==> src/hw/rtl/bfp_pkg.sv <==
// Shared types, constants and helpers for the fern point plotter.
// Holds the map coefficients, image geometry, scale factors and sequencer states.
// No dependencies; compile first.
package bfp_pkg;

    localparam int IMG_WIDTH  = 256;
    localparam int IMG_HEIGHT = 256;

    localparam int S_TDATA_W = 24;
    localparam int M_TDATA_W = 24;

    localparam int BM_BYTES = (IMG_WIDTH * IMG_HEIGHT + 7) / 8;
    localparam int BM_AW    = $clog2(BM_BYTES);

    localparam int MUL_A_W = 22;
    localparam int MUL_B_W = 34;
    localparam int MUL_P_W = MUL_A_W + MUL_B_W;

    localparam logic signed [MUL_P_W-1:0] ROUND_BIAS = MUL_P_W'(32768);

    localparam longint DEN_X   = 11 * 65536;
    localparam longint DEN_Y   = 21 * 65536;
    localparam int     SHX     = 40;
    localparam int     SHY     = 41;
    localparam int     Q_W     = 15;
    localparam longint MUL_X   = (2 * longint'(IMG_WIDTH) * (longint'(1) << SHX) + DEN_X - 1)
                                 / DEN_X;
    localparam longint MUL_Y   = (2 * longint'(IMG_HEIGHT) * (longint'(1) << SHY) + DEN_Y - 1)
                                 / DEN_Y;
    localparam logic signed [MUL_B_W-1:0] SCALE_X_MUL = MUL_B_W'(MUL_X);
    localparam logic signed [MUL_B_W-1:0] SCALE_Y_MUL = MUL_B_W'(MUL_Y);

    localparam logic signed [15:0] HALF_W = 16'(IMG_WIDTH / 2);
    localparam logic signed [15:0] W_S    = 16'(IMG_WIDTH);
    localparam logic signed [15:0] H_S    = 16'(IMG_HEIGHT);

    localparam logic [2:0] CF_A = 3'd0;
    localparam logic [2:0] CF_B = 3'd1;
    localparam logic [2:0] CF_E = 3'd2;
    localparam logic [2:0] CF_C = 3'd3;
    localparam logic [2:0] CF_D = 3'd4;
    localparam logic [2:0] CF_F = 3'd5;

    localparam logic [1:0] MAP_STEM  = 2'd0;
    localparam logic [1:0] MAP_MAIN  = 2'd1;
    localparam logic [1:0] MAP_LEFT  = 2'd2;
    localparam logic [1:0] MAP_RIGHT = 2'd3;

    localparam logic [6:0] SEL_LEFT  = 7'd86;
    localparam logic [6:0] SEL_RIGHT = 7'd93;

    localparam logic OP_STEP = 1'b0;
    localparam logic OP_READ = 1'b1;

    // a, b, e, c, d, f in Q16
    localparam logic signed [17:0] MAP_COEF [4][6] = '{
        '{18'sd0,      18'sd0,      18'sd0, 18'sd0,     18'sd10486, 18'sd0},
        '{18'sd55706,  18'sd2621,   18'sd0, -18'sd2621, 18'sd55706, 18'sd104858},
        '{18'sd13107,  -18'sd17039, 18'sd0, 18'sd15073, 18'sd14418, 18'sd104858},
        '{-18'sd9830,  18'sd18350,  18'sd0, 18'sd17039, 18'sd15729, 18'sd28836}
    };

    typedef enum logic [3:0] {
        ST_IDLE,
        ST_AX,
        ST_BY,
        ST_CX,
        ST_DY,
        ST_SX,
        ST_SY,
        ST_PIX,
        ST_WR,
        ST_RADDR,
        ST_DONE
    } bfp_state_t;

    typedef struct packed {
        logic             rd_en;
        logic             wr_en;
        logic [BM_AW-1:0] addr;
        logic [7:0]       wr_data;
    } bfp_mem_req_t;

    function automatic logic [1:0] pick_map(input logic [6:0] sel);
        logic [1:0] m;
        if (sel == 7'd0) begin
            m = MAP_STEM;
        end else if (sel < SEL_LEFT) begin
            m = MAP_MAIN;
        end else if (sel < SEL_RIGHT) begin
            m = MAP_LEFT;
        end else begin
            m = MAP_RIGHT;
        end
        return m;
    endfunction

    function automatic logic signed [17:0] map_coef(input logic [1:0] m, input logic [2:0] k);
        return MAP_COEF[m][k];
    endfunction

    function automatic logic signed [20:0] sat_q(input logic signed [40:0] v);
        logic signed [20:0] r;
        if (v > 41'sd1048575) begin
            r = 21'sd1048575;
        end else if (v < -41'sd1048576) begin
            r = -21'sd1048576;
        end else begin
            r = v[20:0];
        end
        return r;
    endfunction

    function automatic logic signed [MUL_A_W-1:0] abs_q(input logic signed [20:0] v);
        logic signed [MUL_A_W-1:0] r;
        if (v < 21'sd0) begin
            r = -MUL_A_W'(v);
        end else begin
            r = MUL_A_W'(v);
        end
        return r;
    endfunction

endpackage

==> src/hw/rtl/bfp_mul.sv <==
// Shared signed multiplier with a registered product.
// Serves the affine map products and the pixel scaling; uses bfp_pkg.
module bfp_mul (
    input  logic                                  aclk,
    input  logic signed [bfp_pkg::MUL_A_W-1:0]    mul_a,
    input  logic signed [bfp_pkg::MUL_B_W-1:0]    mul_b,
    output logic signed [bfp_pkg::MUL_P_W-1:0]    prod
);
    import bfp_pkg::*;

    logic signed [MUL_P_W-1:0] prod_reg;

    always_ff @(posedge aclk) begin
        prod_reg <= MUL_P_W'(mul_a) * MUL_P_W'(mul_b);
    end

    assign prod = prod_reg;

endmodule

==> config.mk <==
export PLATFORM = sky130hd
export DESIGN_NAME = bfp_mul
export DESIGN_NICKNAME = d
export VERILOG_FILES = /design/src/hw/rtl/bfp_pkg.sv /design/src/hw/rtl/bfp_mul.sv
export SDC_FILE = /design/constraint.sdc
export NUM_CORES = 2
export LEC_CHECK = 0
export BUFFER_PORTS_ARGS = -buffer_cell sky130_fd_sc_hd__buf_2
export CORE_UTILIZATION = 38
export DETAILED_ROUTE_END_ITERATION = 8
export PLACE_DENSITY = 0.52
export SYNTH_ARGS = -nofsm -noshare
export SYNTH_HDL_FRONTEND = slang
export SYNTH_SLANG_ARGS = --single-unit
==> constraint.sdc <==
create_clock -name aclk -period 17.4 [get_ports aclk]
set_clock_uncertainty 0.15 [all_clocks]
set_input_delay 0 -clock aclk [delete_from_list [all_inputs] [get_ports aclk]]
set_output_delay 0 -clock aclk [all_outputs]
set_load 0.05 [all_outputs]
==> implementation parameters <==
Parameter                              Value

Worst setup path
  Worst stage delay on the critical path ... 0.84 ns
  Type of the worst setup path ... input port to register
  Crit end category ... register
  Most used cell, CP ... sky130_fd_sc_hd__fa_1
  Required @ worst endpoint ... around 17 ns
  Critical Path Start ... mul_a[1]
  Data arrival time of the critical path ... approximately 7.6 ns
  Critical Path Start Type ... input port
  Cell-by-cell listing of the critical path ... buf_2 > nand2_1 > inv_1 > fa_1 > fa_1 > fa_1 > inv_1 > fa_1 > inv_1 > fa_1 > fa_1 > inv_1 > fa_1 > inv_1 > ha_1 > and4_1 > and3_1 > inv_1 > a211oi_1 > a2111oi_4 > o31ai_1 > a21oi_1 > xnor2_1
  Maximum fanout encountered on the critical timing path ... 34
  Highest-delay cell along the critical path ... sky130_fd_sc_hd__fa_1

STA
  Final count of hold timing violations ... 0
  Time the final worst path needs with I/O delays and setup ... 7.534 ns
  Final TNS setup ... 0 ns
  Max Clk Rate ... 0.1327 GHz
  Ratio of final minimum period to clock period ... a little over two fifths
  Number of max-slew violations in the final report ... 0
  Transition at the pin with the smallest max-transition slack ... 0.9258 ns
  Final setup violation count ... 0
  Unrepaired setup endpoints after global routing ... no
  Relative slew slack ... 38.28%

Synthesis
  Yosys reg bits ... 56
  Share of cell area taken by muxes after synthesis ... 0%
  Net count of the mapped netlist ... around 3900
  Compound-cell area share of the yosys netlist ... approximately 4.4%
  Yosys warning count ... 0
  Largest family of logic cells by synthesized area ... adder cells
  Most used flip-flop cell after synthesis ... sky130_fd_sc_hd__dfxtp_1
  Cell area after synthesis ... approximately 27000 um2
  Seq/Total Area, Yosys ... 4.129%
  Cell count after synthesis ... between 2000 and 3000
  Most frequent cells after synthesis ... sky130_fd_sc_hd__inv_1 (750), sky130_fd_sc_hd__fa_1 (741), sky130_fd_sc_hd__nand2_1 (450)
  Fraction of post-synthesis cell area in the top cell type by area ... a little over half
  Count leader, synth ... sky130_fd_sc_hd__inv_1
  Largest cells by area after synthesis ... sky130_fd_sc_hd__fa_1 (55%), sky130_fd_sc_hd__inv_1 (10%), sky130_fd_sc_hd__ha_1 (7.3%)
  Synthesized area per cell ... roughly 9.3 um2
  FFs w/ async S/R, synth ... 0%
  Synthesized-area fraction occupied by adder cells ... about three fifths
  Count of different cell masters after synthesis ... 64
  Area share of and/or/nand/nor cells after synthesis ... between 10% and 20%
  Cell type contributing the most total cell area after synthesis ... sky130_fd_sc_hd__fa_1
  Xor/xnor share of the synthesized area ... about 2.0%
  Number of flops mapped to enable cells by yosys ... 0

Clocking
  Resize count post-CTS ... 0
  Post CTS Setup Buffer Count ... 0
  Clock-pin slew of the registers on the worst-case setup and hold paths ... roughly 0.08 ns
  Clk root buf ... sky130_fd_sc_hd__clkbuf_16
  Maximum level of the CTS H-tree ... 2
  TritonCTS clock tree ... built
  Maximum clock path buffer count ... 2
  Sinks on Clock Net ... 56
  Hold Buf Count CTS ... 0
  Clock buffers created by TritonCTS ... 5

Die
  Die Footprint ... 72520 um2
  Effective utilization at floorplan ... around 39%
  Top-level I/O count ... about 110
  Die H ... approximately 270 um
  Number of cell rows ... between 90 and 100
  Core Footprint ... roughly 70000 um2
  Die span in x ... roughly 270 um

Global route
  Remaining global-route overflow ... 0
  Antenna violations before repair ... 2
  Tot GR Track Use ... 20.75%
  Pin count of the biggest net entering global routing ... 35
  Wire length of the first global-routing pass ... around 120000 um
  Number of global-route vias before repair ... ~21000

Hold path
  Worst min-delay path class ... input port to register
  Worst hold path startpoint ... mul_b[0]

Routing
  Initial drt markers ... approximately 970
  Remaining antenna violation count ... 0
  Length of routed wiring on met1 ... 28300 um
  Via-per-instance ratio ... between 4 and 5
  Drt drc ... 0
  Drt total wl ... about 73000 um
  Met2 wire len ... about 40000 um
  Highest signal layer in the routed design ... met5
  Routed length per instance ... 19.07 um
  Via count of the routed design ... 18890
  Total length of routed met3 wires ... around 2400 um
  Number of iterations in the first detailed-routing pass ... 5

Flow run
  Maximum Capacitance Violations ... 0

Finish
  Max reg flops ... 56
  Share of cells above drive strength 1 ... 5.067%
  Post-layout nets ... slightly below 4000
  Area growth, synth to finish ... 4.825%

Placement
  Placer congestion estimate ... 0.8546
  Detailed placer's ending HPWL ... approximately 60000 um
  Port Buffer Count ... 112

Status
  Outcome ... finished clean
==> per-stage QoR <==
step	instances	worst slack [ns]	hold slack, ns	util [%]	cell area (um2)
final	3842	9.866	0.1681	40.43	28460
after global routing	3841	9.519	0.1679	40.43	28460
after CTS	3841	9.957	0.1619	40.43	28460
after detailed placement	3833	9.654	0.3185	40.21	28300
after global placement	3833	9.811	0.3198	40.21	28300
after floorplan	2933	10.66	-0.02271	-	27150
==> worst max-delay path, delay by kind of cell <==
family	cells	cell delay [ns]
AO/OA/AOI/OAI	4	1.17
AND/OR/NAND/NOR	3	0.76
adder cells (fa/ha/maj)	8	4.23
XOR/XNOR	1	0.13
buffers and inverters	7	1.26
==> cells by family (layout without fill, tap and decap cells) <==
group / after synthesis / in the layout
other cells: 0 / 1
buf+inv: 904 / 872
xor+xnor: 62 / 62
fa+ha+maj: 900 / 900
flops: 56 / 56
compound gates: 166 / 166
simple gates: 845 / 845
==> layout make-up <==
class / instances / area (um2)
timing repair buffer: 113 / 568.0
inverter: 751 / 2819
multi-input combinational: 1973 / 22620
sequential: 56 / 1121
antenna: 1 / 2.502
tap: 940 / 1176
clock buffer: 5 / 125.1
fill: 7079 / 41930
clock inverter: 3 / 28.78
==> worst paths after layout <==
kind | end | slack [ns] | cells after the start
worst max-delay path | prod[52] | 9.87 | 23
worst min-delay path | prod[0] | 0.17 | 2
==> placed cells by master (no fill, tap or decap), drive strengths merged, types with 2 or more instances in the layout <==
master     n
and2     297
nor3       3
inv      754
o2111ai    2
o21bai     4
fa       741
a221o      2
xnor2     40
a211oi     6
and4       4
a31oi      5
o21a       6
a2111oi    3
o31ai      4
nor2b      5
buf      113
o211ai     3
a21o      36
and3       3
ha       159
a21boi     2
nor2      45
o22ai      3
nand4     13
a21oi     54
nand2    450
clkbuf     5
xor2      22
nand2b     8
o21ai     26
dfxtp     56
nand3     10
nor3b      2
==> per-layer routing <==
layer	track usage [%]	vias up
met5	0	-
met4	5.622	4
met3	1.808	89
met1	24.72	10110
met2	39.53	398
li1	-	8290
Power is not shown: default switching activity piles up to over one toggle a cycle in this logic, so the estimate is an artifact.
